$ cat config.mk
export PLATFORM = sky130hd
export DESIGN_NAME = utf8_codepoint_decoder_flat
export DESIGN_NICKNAME = d
export VERILOG_FILES = /design/src/rtl/core/u8d_pkg.sv /design/src/rtl/core/u8d_in_if.sv /design/src/rtl/core/u8d_out_if.sv /design/src/rtl/core/u8d_front.sv /design/src/rtl/core/u8d_queue.sv /design/src/rtl/core/u8d_back.sv /design/src/rtl/core/utf8_codepoint_decoder.sv /design/src/flat_wrapper.sv
export SDC_FILE = /design/constraint.sdc
export NUM_CORES = 1
export LEC_CHECK = 0
export BUFFER_PORTS_ARGS = -buffer_cell sky130_fd_sc_hd__buf_2
export CAP_MARGIN = 10
export CORE_MARGIN = 2
export CORE_UTILIZATION = 55
export CTS_BUF_LIST = sky130_fd_sc_hd__clkbuf_8 sky130_fd_sc_hd__clkbuf_16
export DETAILED_ROUTE_END_ITERATION = 8
export PLACE_DENSITY = 0.7
export REMOVE_ABC_BUFFERS = 1
export SETUP_SLACK_MARGIN = 0.5
export SLEW_MARGIN = 5
export SYNTH_ARGS = -nofsm -noshare
export SYNTH_HDL_FRONTEND = slang
export SYNTH_HIERARCHICAL = 1
export SYNTH_SLANG_ARGS = --single-unit
$ cat constraint.sdc
create_clock -name i_clk -period 9.4 [get_ports i_clk]
set_input_delay 0 -clock i_clk [delete_from_list [all_inputs] [get_ports i_clk]]
set_output_delay 0 -clock i_clk [all_outputs]
set_load 0.02 [all_outputs]
$ cat src/rtl/core/u8d_pkg.sv
// u8d_pkg: shared types for the utf-8 code point decoder
package u8d_pkg;

    localparam int BYTE_W = 8;
    localparam int CP_W   = 21;
    localparam int MAX_RES = 3;

    typedef struct packed {
        logic [CP_W-1:0] code_point;
        logic            raw_fallback;
    } t_result;

    // one queued job: up to three results caused by one input word
    typedef struct packed {
        logic [1:0]                num;
        t_result [MAX_RES-1:0]     res;
    } t_job;

endpackage

$ cat src/rtl/core/u8d_in_if.sv
// u8d_in_if: byte input channel
interface u8d_in_if;
    import u8d_pkg::*;

    logic              valid;
    logic              ready;
    logic [BYTE_W-1:0] text_byte;

    modport source (output valid, output text_byte, input ready);
    modport sink   (input valid, input text_byte, output ready);
endinterface

$ cat src/rtl/core/u8d_out_if.sv
// u8d_out_if: code point output channel
interface u8d_out_if;
    import u8d_pkg::*;

    logic            valid;
    logic            ready;
    logic [CP_W-1:0] code_point;
    logic            raw_fallback;
    logic            last_of_run;

    modport source (output valid, output code_point, output raw_fallback,
                    output last_of_run, input ready);
    modport sink   (input valid, input code_point, input raw_fallback,
                    input last_of_run, output ready);
endinterface

$ cat src/rtl/core/u8d_front.sv
// u8d_front: accepts bytes, tracks open sequences and builds result jobs
module u8d_front
    import u8d_pkg::*;
(
    input  logic   i_clk,
    input  logic   i_rst_n,
    u8d_in_if.sink i_in,
    input  logic   i_q_ready,
    output logic   o_push,
    output t_job   o_job
);

    typedef enum logic [1:0] {
        SEQ_ONE,
        SEQ_TWO,
        SEQ_THREE,
        SEQ_FOUR
    } t_seq;

    function automatic t_seq seq_of(input logic [BYTE_W-1:0] c);
        t_seq s;
        priority if (c[7] == 1'b0)        s = SEQ_ONE;
        else if (c[7:5] == 3'b110)        s = SEQ_TWO;
        else if (c[7:4] == 4'b1110)       s = SEQ_THREE;
        else if (c[7:3] == 5'b11110)      s = SEQ_FOUR;
        else                              s = SEQ_ONE;
        return s;
    endfunction

    function automatic t_result raw_of(input logic [BYTE_W-1:0] c, input logic raw);
        t_result r;
        r.code_point   = {{(CP_W-BYTE_W){1'b0}}, c};
        r.raw_fallback = raw;
        return r;
    endfunction

    logic [BYTE_W-1:0] r_open_lead, n_open_lead;
    logic [1:0]        r_held_cnt,  n_held_cnt;
    logic [BYTE_W-1:0] r_held0, n_held0;
    logic [BYTE_W-1:0] r_held1, n_held1;

    logic              accept;
    logic [BYTE_W-1:0] b;
    logic              done;
    logic [CP_W-1:0]   joined;

    assign i_in.ready = i_q_ready;
    assign accept     = i_in.valid && i_q_ready;
    assign b          = i_in.text_byte;

    always_comb begin
        done   = 1'b1;
        joined = '0;
        unique case (seq_of(r_open_lead))
            SEQ_TWO: begin
                joined = {10'd0, r_open_lead[4:0], b[5:0]};
            end
            SEQ_THREE: begin
                done   = (r_held_cnt != 2'd0);
                joined = {5'd0, r_open_lead[3:0], r_held0[5:0], b[5:0]};
            end
            SEQ_FOUR: begin
                done   = r_held_cnt[1];
                joined = {r_open_lead[2:0], r_held0[5:0], r_held1[5:0], b[5:0]};
            end
            SEQ_ONE: begin
                joined = {18'd0, r_open_lead[2:0]};
            end
        endcase
    end

    always_comb begin
        n_open_lead = r_open_lead;
        n_held_cnt  = r_held_cnt;
        n_held0     = r_held0;
        n_held1     = r_held1;
        o_push      = 1'b0;
        o_job       = '0;
        if (accept) begin
            if (b == '0) begin
                n_open_lead = '0;
                n_held_cnt  = '0;
                if (r_open_lead != '0) begin
                    o_push       = 1'b1;
                    o_job.res[0] = raw_of(r_open_lead, 1'b1);
                    if (r_held_cnt == 2'd0) begin
                        o_job.num = 2'd1;
                    end else if (r_held_cnt == 2'd1) begin
                        o_job.num    = 2'd2;
                        o_job.res[1] = raw_of(r_held0, r_held0[7]);
                    end else if (!r_held0[7]) begin
                        o_job.num    = 2'd3;
                        o_job.res[1] = raw_of(r_held0, 1'b0);
                        o_job.res[2] = raw_of(r_held1, r_held1[7]);
                    end else if (seq_of(r_held0) == SEQ_TWO) begin
                        o_job.num                 = 2'd2;
                        o_job.res[1].code_point   = {10'd0, r_held0[4:0], r_held1[5:0]};
                        o_job.res[1].raw_fallback = 1'b0;
                    end else begin
                        o_job.num    = 2'd3;
                        o_job.res[1] = raw_of(r_held0, 1'b1);
                        o_job.res[2] = raw_of(r_held1, r_held1[7]);
                    end
                end
            end else if (r_open_lead == '0) begin
                if (!b[7]) begin
                    o_push       = 1'b1;
                    o_job.num    = 2'd1;
                    o_job.res[0] = raw_of(b, 1'b0);
                end else if (seq_of(b) == SEQ_ONE) begin
                    o_push       = 1'b1;
                    o_job.num    = 2'd1;
                    o_job.res[0] = raw_of(b, 1'b1);
                end else begin
                    n_open_lead = b;
                    n_held_cnt  = '0;
                end
            end else if (done) begin
                o_push                    = 1'b1;
                o_job.num                 = 2'd1;
                o_job.res[0].code_point   = joined;
                o_job.res[0].raw_fallback = 1'b0;
                n_open_lead               = '0;
                n_held_cnt                = '0;
            end else begin
                if (r_held_cnt == 2'd0) begin
                    n_held0 = b;
                end else begin
                    n_held1 = b;
                end
                n_held_cnt = r_held_cnt + 2'd1;
            end
        end
    end

    always_ff @(posedge i_clk) begin
        if (!i_rst_n) begin
            r_open_lead <= '0;
            r_held_cnt  <= '0;
        end else begin
            r_open_lead <= n_open_lead;
            r_held_cnt  <= n_held_cnt;
        end
        r_held0 <= n_held0;
        r_held1 <= n_held1;
    end

endmodule

$ cat src/rtl/core/u8d_queue.sv
// u8d_queue: short job queue between front and back
module u8d_queue
    import u8d_pkg::*;
#(
    parameter int DEPTH = 2
) (
    input  logic i_clk,
    input  logic i_rst_n,
    input  logic i_push,
    input  t_job i_push_job,
    output logic o_ready,
    output logic o_valid,
    output t_job o_head,
    input  logic i_pop
);

    localparam int PW = $clog2(DEPTH);
    localparam int CW = $clog2(DEPTH + 1);

    t_job            r_mem [DEPTH];
    logic [PW-1:0]   r_wr_ptr, n_wr_ptr;
    logic [PW-1:0]   r_rd_ptr, n_rd_ptr;
    logic [CW-1:0]   r_count,  n_count;
    logic            do_push;
    logic            do_pop;

    assign o_ready = (r_count != CW'(DEPTH));
    assign o_valid = (r_count != '0);
    assign o_head  = r_mem[r_rd_ptr];
    assign do_push = i_push && o_ready;
    assign do_pop  = i_pop && o_valid;

    always_comb begin
        n_wr_ptr = r_wr_ptr;
        n_rd_ptr = r_rd_ptr;
        n_count  = r_count;
        if (do_push) begin
            n_wr_ptr = (r_wr_ptr == PW'(DEPTH - 1)) ? '0 : r_wr_ptr + PW'(1);
        end
        if (do_pop) begin
            n_rd_ptr = (r_rd_ptr == PW'(DEPTH - 1)) ? '0 : r_rd_ptr + PW'(1);
        end
        if (do_push && !do_pop) begin
            n_count = r_count + CW'(1);
        end else if (do_pop && !do_push) begin
            n_count = r_count - CW'(1);
        end
    end

    always_ff @(posedge i_clk) begin
        if (!i_rst_n) begin
            r_wr_ptr <= '0;
            r_rd_ptr <= '0;
            r_count  <= '0;
        end else begin
            r_wr_ptr <= n_wr_ptr;
            r_rd_ptr <= n_rd_ptr;
            r_count  <= n_count;
        end
        if (do_push) begin
            r_mem[r_wr_ptr] <= i_push_job;
        end
    end

endmodule

$ cat src/rtl/core/u8d_back.sv
// u8d_back: steps through the results of each queued job
module u8d_back
    import u8d_pkg::*;
(
    input  logic       i_clk,
    input  logic       i_rst_n,
    input  logic       i_valid,
    input  t_job       i_head,
    output logic       o_pop,
    u8d_out_if.source  o_out
);

    logic [1:0] r_idx, n_idx;
    logic       last;
    logic       accept;
    t_result    cur;

    always_comb begin
        unique case (r_idx)
            2'd1:    cur = i_head.res[1];
            2'd2:    cur = i_head.res[2];
            default: cur = i_head.res[0];
        endcase
    end

    assign last               = (r_idx == i_head.num - 2'd1);
    assign accept             = i_valid && o_out.ready;
    assign o_pop              = accept && last;
    assign o_out.valid        = i_valid;
    assign o_out.code_point   = cur.code_point;
    assign o_out.raw_fallback = cur.raw_fallback;
    assign o_out.last_of_run  = last;

    always_comb begin
        n_idx = r_idx;
        if (accept) begin
            n_idx = last ? 2'd0 : r_idx + 2'd1;
        end
    end

    always_ff @(posedge i_clk) begin
        if (!i_rst_n) begin
            r_idx <= '0;
        end else begin
            r_idx <= n_idx;
        end
    end

endmodule

$ cat src/rtl/core/utf8_codepoint_decoder.sv
// utf8_codepoint_decoder: streaming utf-8 byte to code point decoder, top level
//
//  channel  dir  payload                                  handshake
//  i_in     in   text_byte[7:0]                           valid/ready
//  o_out    out  code_point[20:0] raw_fallback last_of_run valid/ready
//
// one byte is taken per cycle while the job queue has room; a byte gives at
// most one job, so the front pushes at most one job per cycle
// the back sends one result word per cycle while o_out is ready; a zero byte that
// closes an open sequence gives up to three words, so the back can hold the front
// once QUEUE_DEPTH jobs are waiting
// synchronous active-low reset clears the open sequence and empties the queue
module utf8_codepoint_decoder
    import u8d_pkg::*;
#(
    parameter int QUEUE_DEPTH = 2
) (
    input  logic       i_clk,
    input  logic       i_rst_n,
    u8d_in_if.sink     i_in,
    u8d_out_if.source  o_out
);

    logic push;
    t_job push_job;
    logic q_ready;
    logic q_valid;
    t_job q_head;
    logic q_pop;

    u8d_front u_front (
        .i_clk     (i_clk),
        .i_rst_n   (i_rst_n),
        .i_in      (i_in),
        .i_q_ready (q_ready),
        .o_push    (push),
        .o_job     (push_job)
    );

    u8d_queue #(
        .DEPTH (QUEUE_DEPTH)
    ) u_queue (
        .i_clk      (i_clk),
        .i_rst_n    (i_rst_n),
        .i_push     (push),
        .i_push_job (push_job),
        .o_ready    (q_ready),
        .o_valid    (q_valid),
        .o_head     (q_head),
        .i_pop      (q_pop)
    );

    u8d_back u_back (
        .i_clk   (i_clk),
        .i_rst_n (i_rst_n),
        .i_valid (q_valid),
        .i_head  (q_head),
        .o_pop   (q_pop),
        .o_out   (o_out)
    );

endmodule

$ cat src/flat_wrapper.sv
// flat-port wrapper written by rule: the top's interface ports become plain ports
module utf8_codepoint_decoder_flat import u8d_pkg::*;
#(
    parameter int QUEUE_DEPTH = 2
)
  (i_clk, i_rst_n, i_in_valid, i_in_text_byte, i_in_ready, o_out_valid, o_out_code_point, o_out_raw_fallback, o_out_last_of_run, o_out_ready);
  u8d_in_if i_in_i ();
  u8d_out_if o_out_i ();
  input  logic i_clk;
  input  logic i_rst_n;
  input wire logic [$bits(i_in_i.valid)-1:0] i_in_valid;
  input wire logic [$bits(i_in_i.text_byte)-1:0] i_in_text_byte;
  output wire logic [$bits(i_in_i.ready)-1:0] i_in_ready;
  output wire logic [$bits(o_out_i.valid)-1:0] o_out_valid;
  output wire logic [$bits(o_out_i.code_point)-1:0] o_out_code_point;
  output wire logic [$bits(o_out_i.raw_fallback)-1:0] o_out_raw_fallback;
  output wire logic [$bits(o_out_i.last_of_run)-1:0] o_out_last_of_run;
  input wire logic [$bits(o_out_i.ready)-1:0] o_out_ready;
  assign i_in_i.valid = i_in_valid;
  assign i_in_i.text_byte = i_in_text_byte;
  assign i_in_ready = i_in_i.ready;
  assign o_out_valid = o_out_i.valid;
  assign o_out_code_point = o_out_i.code_point;
  assign o_out_raw_fallback = o_out_i.raw_fallback;
  assign o_out_last_of_run = o_out_i.last_of_run;
  assign o_out_i.ready = o_out_ready;
  utf8_codepoint_decoder #(.QUEUE_DEPTH(QUEUE_DEPTH)) u_core (.i_clk(i_clk), .i_rst_n(i_rst_n), .i_in(i_in_i), .o_out(o_out_i));
endmodule
==> impl_metrics.py, run 1 <==
metrics = {
    "cts": {
        "clkSinkCount": 169,
        "post_cts.repair.setup_buffers": 0,
        "cts_buffers": 17,
        "clock-root-buffer": "sky130_fd_sc_hd__clkbuf_16",
        "cts_tree": "built",
        "clk_latency_ps": 420,
        "path_clk_slew_ps": 60,
        "ctsLongestPathBuffers": 2,
        "clock_tree.htree_level_count": 4,
        "cts_repair_resize_count": 0,
    },
    "synthesis": {
        "synthDominantAreaCellType": "sky130_fd_sc_hd__edfxtp_1",
        "ys_seq_area_share_pct": 62.5,
        "yosys_most_used_dff": "sky130_fd_sc_hd__edfxtp_1",
        "netlist_instances": 573,
        "synth.ff_latch_count": 169,
        "synth_cell_types": 65,
        "post_synth_main_area_contributors": "sky130_fd_sc_hd__edfxtp_1, sky130_fd_sc_hd__mux2_2, sky130_fd_sc_hd__dfxtp_1",
        "synth_area_per_cell_sq_um": 13.7,
        "synth_top_area_share_pct": 58.1,
        "edff_count_synth": 152,
        "yosys_warnings": 6,
        "netlist_area_sq_um": 7850,
        "synthArstFlopShare_pct": 0,
    },
    "global_route": {
        "globalRouteTotalUtil_pct": 22.5,
        "grt_antenna_before_repair": 0,
        "first_global_vias": 4538,
        "grt-ovfl-total": 0,
        "first_pass_grt_wire_length_um": 25200,
        "grt_max_degree": 69,
    },
    "worst_hold_path": {
        "hold_start": "i_rst_n",
        "hp-class": "in -> reg",
        "hold-path-cell-count": 2,
        "worst_hold_path.endpoint": "u_core/u_queue/r_count[1]",
    },
    "sta": {
        "tightest_slew_ps": 1110,
        "layout_min_cycle_time_ps": 3650,
        "final_setup_violations": 0,
        "max_freq_ghz": 0.274,
        "hold_violations": 0,
        "slew-limit-headroom_pct": 26.3,
        "min_period_over_period_pct": 38.8,
        "rsz0062_at_grt": "no",
        "setup-tns-final_ps": 0,
        "final.setup_skew_ps": 7.51,
        "timing_max_transition_violations_final": 0,
    },
    "final_layout": {
        "ant_diodes": 0,
        "finish.cell_count_without_fillers": 798,
        "nNetsFinal": 623,
        "fill_cells": 1071,
        "syn_to_final_growth_pct": 11.7,
        "fraction_of_layout_cells_with_a_size_suffix_above_1_pct": 24.6,
        "area_occupied_by_multi_input_gates_sq_um": 2650,
        "register_area_sq_um": 4910,
    },
    "route": {
        "top_signal_layer_used": "met4",
        "avgViaCountPerCell": 5.93,
        "drt-wirelength-per-cell_um": 20.3,
        "drt_wl_total_um": 16200,
        "routed-via-count": 4733,
        "dr.pass1.iters": 5,
        "drt_iter0_markers": 484,
        "post-route-drc-count": 0,
        "met3_routed_wirelength_um": 775,
        "metal_1_wl_um": 7100,
        "antenna_violating_nets_post_route": 0,
        "met2RoutedLength_um": 7880,
    },
    "worst_setup_path": {
        "reg2reg_setup_slack_ps": 5750,
        "timing.reg2reg.worst_path_depth": 6,
        "required_ps": 9440,
        "r2r_end": "u_core/u_queue/r_mem[1][26]",
        "critical_path.endpoint_type": "flop",
        "r2r_start": "u_core/u_front/r_open_lead[4]",
        "crit_top_cell": "sky130_fd_sc_hd__a211oi_1",
        "worst-endpoint-arrival_ps": 3690,
        "critical_path.startpoint_type": "flop",
        "criticalPathCategory": "reg -> reg",
        "crit_fanout": 68,
        "worstPathCellList": "and4b_1, a32oi_1, a211oi_1, a211oi_1, and3_2, buf_4",
        "crit_path_max_incr_delay_ps": 690,
        "critical_path.slowest_cell": "sky130_fd_sc_hd__a32oi_1",
    },
    "power_and_ir_drop": {
        "p_leak_nw": 3.03,
        "power.density_cell_area_nw_per_um2": 275,
        "vdd_ir_drop_max_mv": 0.308,
    },
    "floorplanning": {
        "die_area_sq_um": 15200,
        "io_pins": 37,
        "chipWidth_um": 123,
        "core_area_sq_um": 13900,
        "placementRows": 43,
        "chipHeight_um": 123,
        "initial_utilization_pct": 56.3,
    },
    "placement": {
        "dp.final_hpwl_um": 10300,
        "buffers_on_ports": 36,
        "gp_congestion": 0.908,
        "placedCellCount": 758,
    },
    "status": {
        "outcome": "finished, final reports clean",
    },
    "job": {
        "max-cap-violations": 0,
    },
}
## stage by stage
step / cell area (sq um) / setup slack, ps / util (%) / hold slack [ps] / power [mW]
2_1_floorplan: 7590 / 5200 / - / 98.9 / 1.47
3_3_place_gp: 8020 / 5920 / 57.6 / 258 / 1.64
3_5_place_dp: 8020 / 5870 / 57.6 / 280 / 1.66
4_1_cts: 8770 / 5850 / 62.9 / 1.58 / 2.43
5_1_grt: 8770 / 5490 / 62.9 / 35.9 / 2.52
6_report: 8770 / 5750 / 62.9 / 22.6 / 2.41
## what timing repair did
item,in CTS,in global routing
setup endpoints to repair,0,0
endpoints found under the hold margin,24,0
hold buffers,9,0
## per-layer routing
layer | up-vias | track usage (%)
met5 | - | 0
met1 | 2333 | 30.8
met3 | 35 | 4.06
met4 | 0 | 9.59
li1 | 2214 | -
met2 | 151 | 35.5
## power breakdown
part           total (mW)  switching [mW]  internal, mW
clock network       0.768           0.274         0.494
registers            1.06          0.0552          1.00
logic               0.581           0.364         0.216
total                2.41           0.693          1.71
## critical path: cells and delay by family, from the launching register on
kind | cells | cell delay (ps)
AOI/OAI and AO/OA | 3 | 1360
buffers and inverters | 1 | 670
and+or+nand+nor | 2 | 600
DFF | 1 | 550
## cells in the mapped netlist, types with 3 or more instances
| master | n |
|---|---|
| sky130_fd_sc_hd__nor2_1 | 19 |
| sky130_fd_sc_hd__ha_1 | 5 |
| sky130_fd_sc_hd__nor2b_1 | 5 |
| sky130_fd_sc_hd__buf_2 | 8 |
| sky130_fd_sc_hd__buf_6 | 3 |
| sky130_fd_sc_hd__o22ai_1 | 5 |
| sky130_fd_sc_hd__nand2b_1 | 5 |
| sky130_fd_sc_hd__and3_1 | 6 |
| sky130_fd_sc_hd__o211ai_1 | 6 |
| sky130_fd_sc_hd__and2_1 | 20 |
| sky130_fd_sc_hd__mux2i_1 | 6 |
| sky130_fd_sc_hd__a22oi_1 | 27 |
| sky130_fd_sc_hd__dfxtp_1 | 17 |
| sky130_fd_sc_hd__clkbuf_1 | 15 |
| sky130_fd_sc_hd__mux2_2 | 48 |
| sky130_fd_sc_hd__nand3_1 | 4 |
| sky130_fd_sc_hd__a31oi_1 | 4 |
| sky130_fd_sc_hd__a211oi_1 | 6 |
| sky130_fd_sc_hd__nand4_1 | 7 |
| sky130_fd_sc_hd__or4_1 | 9 |
| sky130_fd_sc_hd__a21oi_1 | 15 |
| sky130_fd_sc_hd__edfxtp_1 | 152 |
| sky130_fd_sc_hd__nor4_1 | 3 |
| sky130_fd_sc_hd__buf_4 | 26 |
| sky130_fd_sc_hd__o21ai_0 | 25 |
| sky130_fd_sc_hd__buf_1 | 3 |
| sky130_fd_sc_hd__inv_1 | 10 |
| sky130_fd_sc_hd__nor3_1 | 3 |
| sky130_fd_sc_hd__mux2_4 | 20 |
| sky130_fd_sc_hd__nand2_1 | 51 |
## logic make-up (layout without fill, tap and decap cells)
kind of cell    count (synthesis)  after routing  share of synthesized area (%)
compound gates                109            109                           9.90
xor+xnor                        4              4                          0.542
fa+ha+maj                       5              5                          0.797
buf+inv                        67             90                           4.88
flops                         169            169                           62.5
mux                            75             75                           11.7
other cells                     1             23                         0.0478
simple gates                  143            143                           9.71
## how the worst max path moves through the flow
stage                                       start                          end  cells after the start
floorplan                                    flop    u_core/u_queue/r_count[1]                      8
global placement    u_core/u_front/r_open_lead[4]  u_core/u_queue/r_mem[1][26]                      6
detailed placement  u_core/u_front/r_open_lead[4]  u_core/u_queue/r_mem[0][63]                      7
CTS                 u_core/u_front/r_open_lead[4]  u_core/u_queue/r_mem[0][33]                      7
global route        u_core/u_front/r_open_lead[4]   u_core/u_queue/r_mem[1][8]                      6
finish              u_core/u_front/r_open_lead[4]  u_core/u_queue/r_mem[1][26]                      6
## cells in the final DEF, fill, tap and decap left out, types with 9 or more instances in the layout
master / netlist / final
sky130_fd_sc_hd__o21ai_0: 25 / 25
sky130_fd_sc_hd__or4_1: 9 / 9
sky130_fd_sc_hd__a21oi_1: 15 / 15
sky130_fd_sc_hd__nand2_1: 51 / 51
sky130_fd_sc_hd__and2_1: 20 / 20
sky130_fd_sc_hd__edfxtp_1: 152 / 152
sky130_fd_sc_hd__clkbuf_16: 0 / 17
sky130_fd_sc_hd__dlygate4sd3_1: 0 / 9
sky130_fd_sc_hd__a22oi_1: 27 / 27
sky130_fd_sc_hd__nor2_1: 19 / 19
sky130_fd_sc_hd__mux2_2: 48 / 48
sky130_fd_sc_hd__buf_2: 8 / 36
sky130_fd_sc_hd__dfxtp_1: 17 / 16
sky130_fd_sc_hd__inv_1: 10 / 9
sky130_fd_sc_hd__mux2_4: 20 / 20
sky130_fd_sc_hd__conb_1: 1 / 23
## flip-flops by register name, indices dropped and copies added, names as in the netlist, named ones only
| name | cells |
|---|---|
| u_core/u_front/r_open_lead | 8 |
| u_core/u_queue/r_mem | 136 |
| u_core/u_queue/r_count | 2 |
| u_core/u_front/r_held_cnt | 2 |
| u_core/u_queue/r_wr_ptr | 1 |
| u_core/u_back/r_idx | 2 |
| u_core/u_queue/r_rd_ptr | 1 |
| u_core/u_front/r_held1 | 8 |
| u_core/u_front/r_held0 | 8 |
## final cells by class
class,count,share of cell area (%)
inverters,11,0.471
multi-input cells,359,30.2
flip-flops and latches,169,56.0
clock inverters,14,2.60
well taps,180,2.57
repair buffers,48,3.34
clock buffers,17,4.85
Note: power is estimated with default switching activity, not from simulation.
==> run 2, diff against run 1 <==
- PLACE_DENSITY: 0.7 -> 0.72
- clock period: 9.4 -> 3.25 ns (I/O delays scaled with it)
==> run 2 against run 1 <==
Against the previous run:
- sequential share of layout area fell by 1.3 points
- die area did not move
- total power rose to 2.9 times the previous value
- via count rose by 3.8%
- non-clock buffer count rose by 25
- worst hold slack improved by 170 ps
- worst setup slack got worse by 5200 ps
- fmax rose by 37%
- wire length rose by 4.2%
- design area rose by 2.4%
- critical path type unchanged
- critical endpoint is now u_core/u_queue/r_count[1]
- largest cell class unchanged
==> impl_metrics.py, run 2 (synthesis gave the netlist of run 1 again) <==
metrics = {
    "status": {
        "outcome": "finished, final reports clean",
    },
    "cts": {
        "clock_tree.htree_level_count": 4,
        "ctsLongestPathBuffers": 2,
        "cts_buffers": 17,
        "clk_latency_ps": 420,
        "cts_tree": "built",
        "path_clk_slew_ps": 60,
        "clock-root-buffer": "sky130_fd_sc_hd__clkbuf_16",
        "clkSinkCount": 169,
    },
    "worst_setup_path": {
        "reg2reg_setup_slack_ps": 600,
        "worst-endpoint-arrival_ps": 3010,
        "criticalPathCategory": "reg -> reg",
        "crit_fanout": 8,
        "crit_end": "u_core/u_queue/r_count[1]",
        "worstPathCellList": "or4_4, or2_1, a211oi_2, a211oi_2, and2_1, ha_1, or3_1, a21boi_1",
        "crit_path_max_incr_delay_ps": 550,
        "critical_path.startpoint_type": "flop",
        "critical_path.endpoint_type": "flop",
        "required_ps": 3600,
        "worstSetupStartpoint": "u_core/u_front/r_open_lead[3]",
        "critical_path.slowest_cell": "sky130_fd_sc_hd__or4_4",
        "r2r_start": "u_core/u_front/r_open_lead[3]",
        "crit_top_cell": "sky130_fd_sc_hd__a211oi_2",
        "timing.reg2reg.worst_path_depth": 8,
        "r2r_end": "u_core/u_queue/r_count[1]",
    },
    "power_and_ir_drop": {
        "vdd_ir_drop_max_mv": 0.403,
        "total_power_mw": 6.94,
        "power.density_cell_area_nw_per_um2": 773,
        "p_leak_nw": 3.16,
    },
    "route": {
        "avgViaCountPerCell": 5.96,
        "post-route-drc-count": 0,
        "drt_wl_total_um": 16900,
        "dr.pass1.iters": 5,
        "drt_iter0_markers": 632,
        "antenna_violating_nets_post_route": 0,
        "routed-via-count": 4912,
        "drt-wirelength-per-cell_um": 20.5,
    },
    "floorplanning": {
        "core_area_sq_um": 13900,
        "initial_utilization_pct": 56.3,
        "io_pins": 37,
        "die_area_sq_um": 15200,
        "chipWidth_um": 123,
        "placementRows": 43,
        "chipHeight_um": 123,
    },
    "sta": {
        "min_period_over_period_pct": 81.7,
        "timing_max_transition_violations_final": 0,
        "tightest_slew_ps": 998,
        "final.setup_skew_ps": 7.51,
        "max_freq_ghz": 0.377,
        "rsz0062_at_grt": "no",
        "final_setup_violations": 0,
        "layout_min_cycle_time_ps": 2650,
        "hold_violations": 0,
        "slew-limit-headroom_pct": 33.5,
    },
    "global_route": {
        "first_pass_grt_wire_length_um": 26200,
        "globalRouteTotalUtil_pct": 23.5,
        "first_global_vias": 4914,
        "grt_antenna_before_repair": 0,
        "grt_max_degree": 67,
        "grt-ovfl-total": 0,
    },
    "placement": {
        "buffers_on_ports": 36,
        "gp_congestion": 0.944,
        "dpl_cell_area_sq_um": 8200,
        "placedCellCount": 778,
        "dp.final_hpwl_um": 11100,
    },
    "final_layout": {
        "syn_to_final_growth_pct": 14.3,
        "ant_diodes": 0,
        "finish.cell_count_without_fillers": 824,
        "fill_cells": 1031,
        "max_flop_register": "u_core/u_queue/r_mem",
        "fraction_of_layout_cells_with_a_size_suffix_above_1_pct": 28.4,
        "most_frequent_standard_cell_in_the_layout_excluding_fill_and_tap_cells": "sky130_fd_sc_hd__edfxtp_1",
        "final_cell_area_sq_um": 8970,
        "largest_register_ffs": 136,
        "nNetsFinal": 648,
        "layout_common_cells": "sky130_fd_sc_hd__edfxtp_1, sky130_fd_sc_hd__nand2_1, sky130_fd_sc_hd__mux2_2, sky130_fd_sc_hd__buf_2, sky130_fd_sc_hd__a22oi_1",
    },
    "worst_hold_path": {
        "hp-class": "in -> reg",
    },
    "job": {
        "max-cap-violations": 0,
    },
}
run 2: changes by cell type in the layout (fill, tap and decap cells not counted), sizes merged:
cell	change
dlygate4sd3	+1
bufinv	-3
clkinv	-3
inv	+3
clkbuf	+4
buf	+24
run 2: area by class of cell:
class	count	area [sq um]	share of cell area, %
Sequential cell	169	4910	54.7
Multi-Input combinational cell	359	2680	29.8
Timing Repair Buffer	73	508	5.66
Clock buffer	21	480	5.35
Tap cell	180	225	2.51
Clock inverter	11	129	1.44
Inverter	11	43.8	0.488
run 2: worst min path at each step:
stage	startpoint	end	cells past startpoint
floorplan	i_in_text_byte[0]	u_core/u_front/r_held0[0]	0
global placement	i_in_text_byte[1]	u_core/u_front/r_held0[1]	1
detailed placement	i_in_text_byte[1]	u_core/u_front/r_held1[1]	1
CTS	i_in_valid	u_core/u_front/r_held_cnt[1]	4
global route	i_in_valid	u_core/u_front/r_held_cnt[1]	4
finish	i_in_valid	u_core/u_front/r_held_cnt[1]	4
run 2: critical path: cells and delay by family, from the launching register on:
kind,cells,cell delay (ps)
and+or+nand+nor,4,1330
adders and majority gates,1,320
AOI/OAI and AO/OA,3,520
DFF,1,390
run 2: through the flow:
stage	TNS (ps)	setup WS, ps	utilization, %	hold WS, ps
2_1_floorplan	-93440	-949	-	98.9
3_3_place_gp	0	390	58.8	265
3_5_place_dp	0	271	58.8	268
4_1_cts	0	524	64.1	160
5_1_grt	0	497	64.4	202
6_report	0	596	64.4	188
run 2: what timing repair did:
action                                  CTS  global route
setup buffers                             0             4
hold buffers                             10             0
resized for setup                         4             8
endpoints found under the setup margin  132           139
hold endpoints to repair                 27             0
pin swaps                                 0             4
run 2: layer usage:
metal | track usage, % | wire length (um)
met1 | 30.8 | 7210
met2 | 37.0 | 8230
met5 | 0 | 0
met3 | 5.49 | 983
met4 | 11.4 | 444
run 2: where the power goes:
| group | internal [mW] | switching [mW] | total (mW) |
|---|---|---|---|
| clock network | 1.28 | 0.771 | 2.05 |
| registers | 2.89 | 0.132 | 3.02 |
| logic | 0.745 | 1.12 | 1.87 |
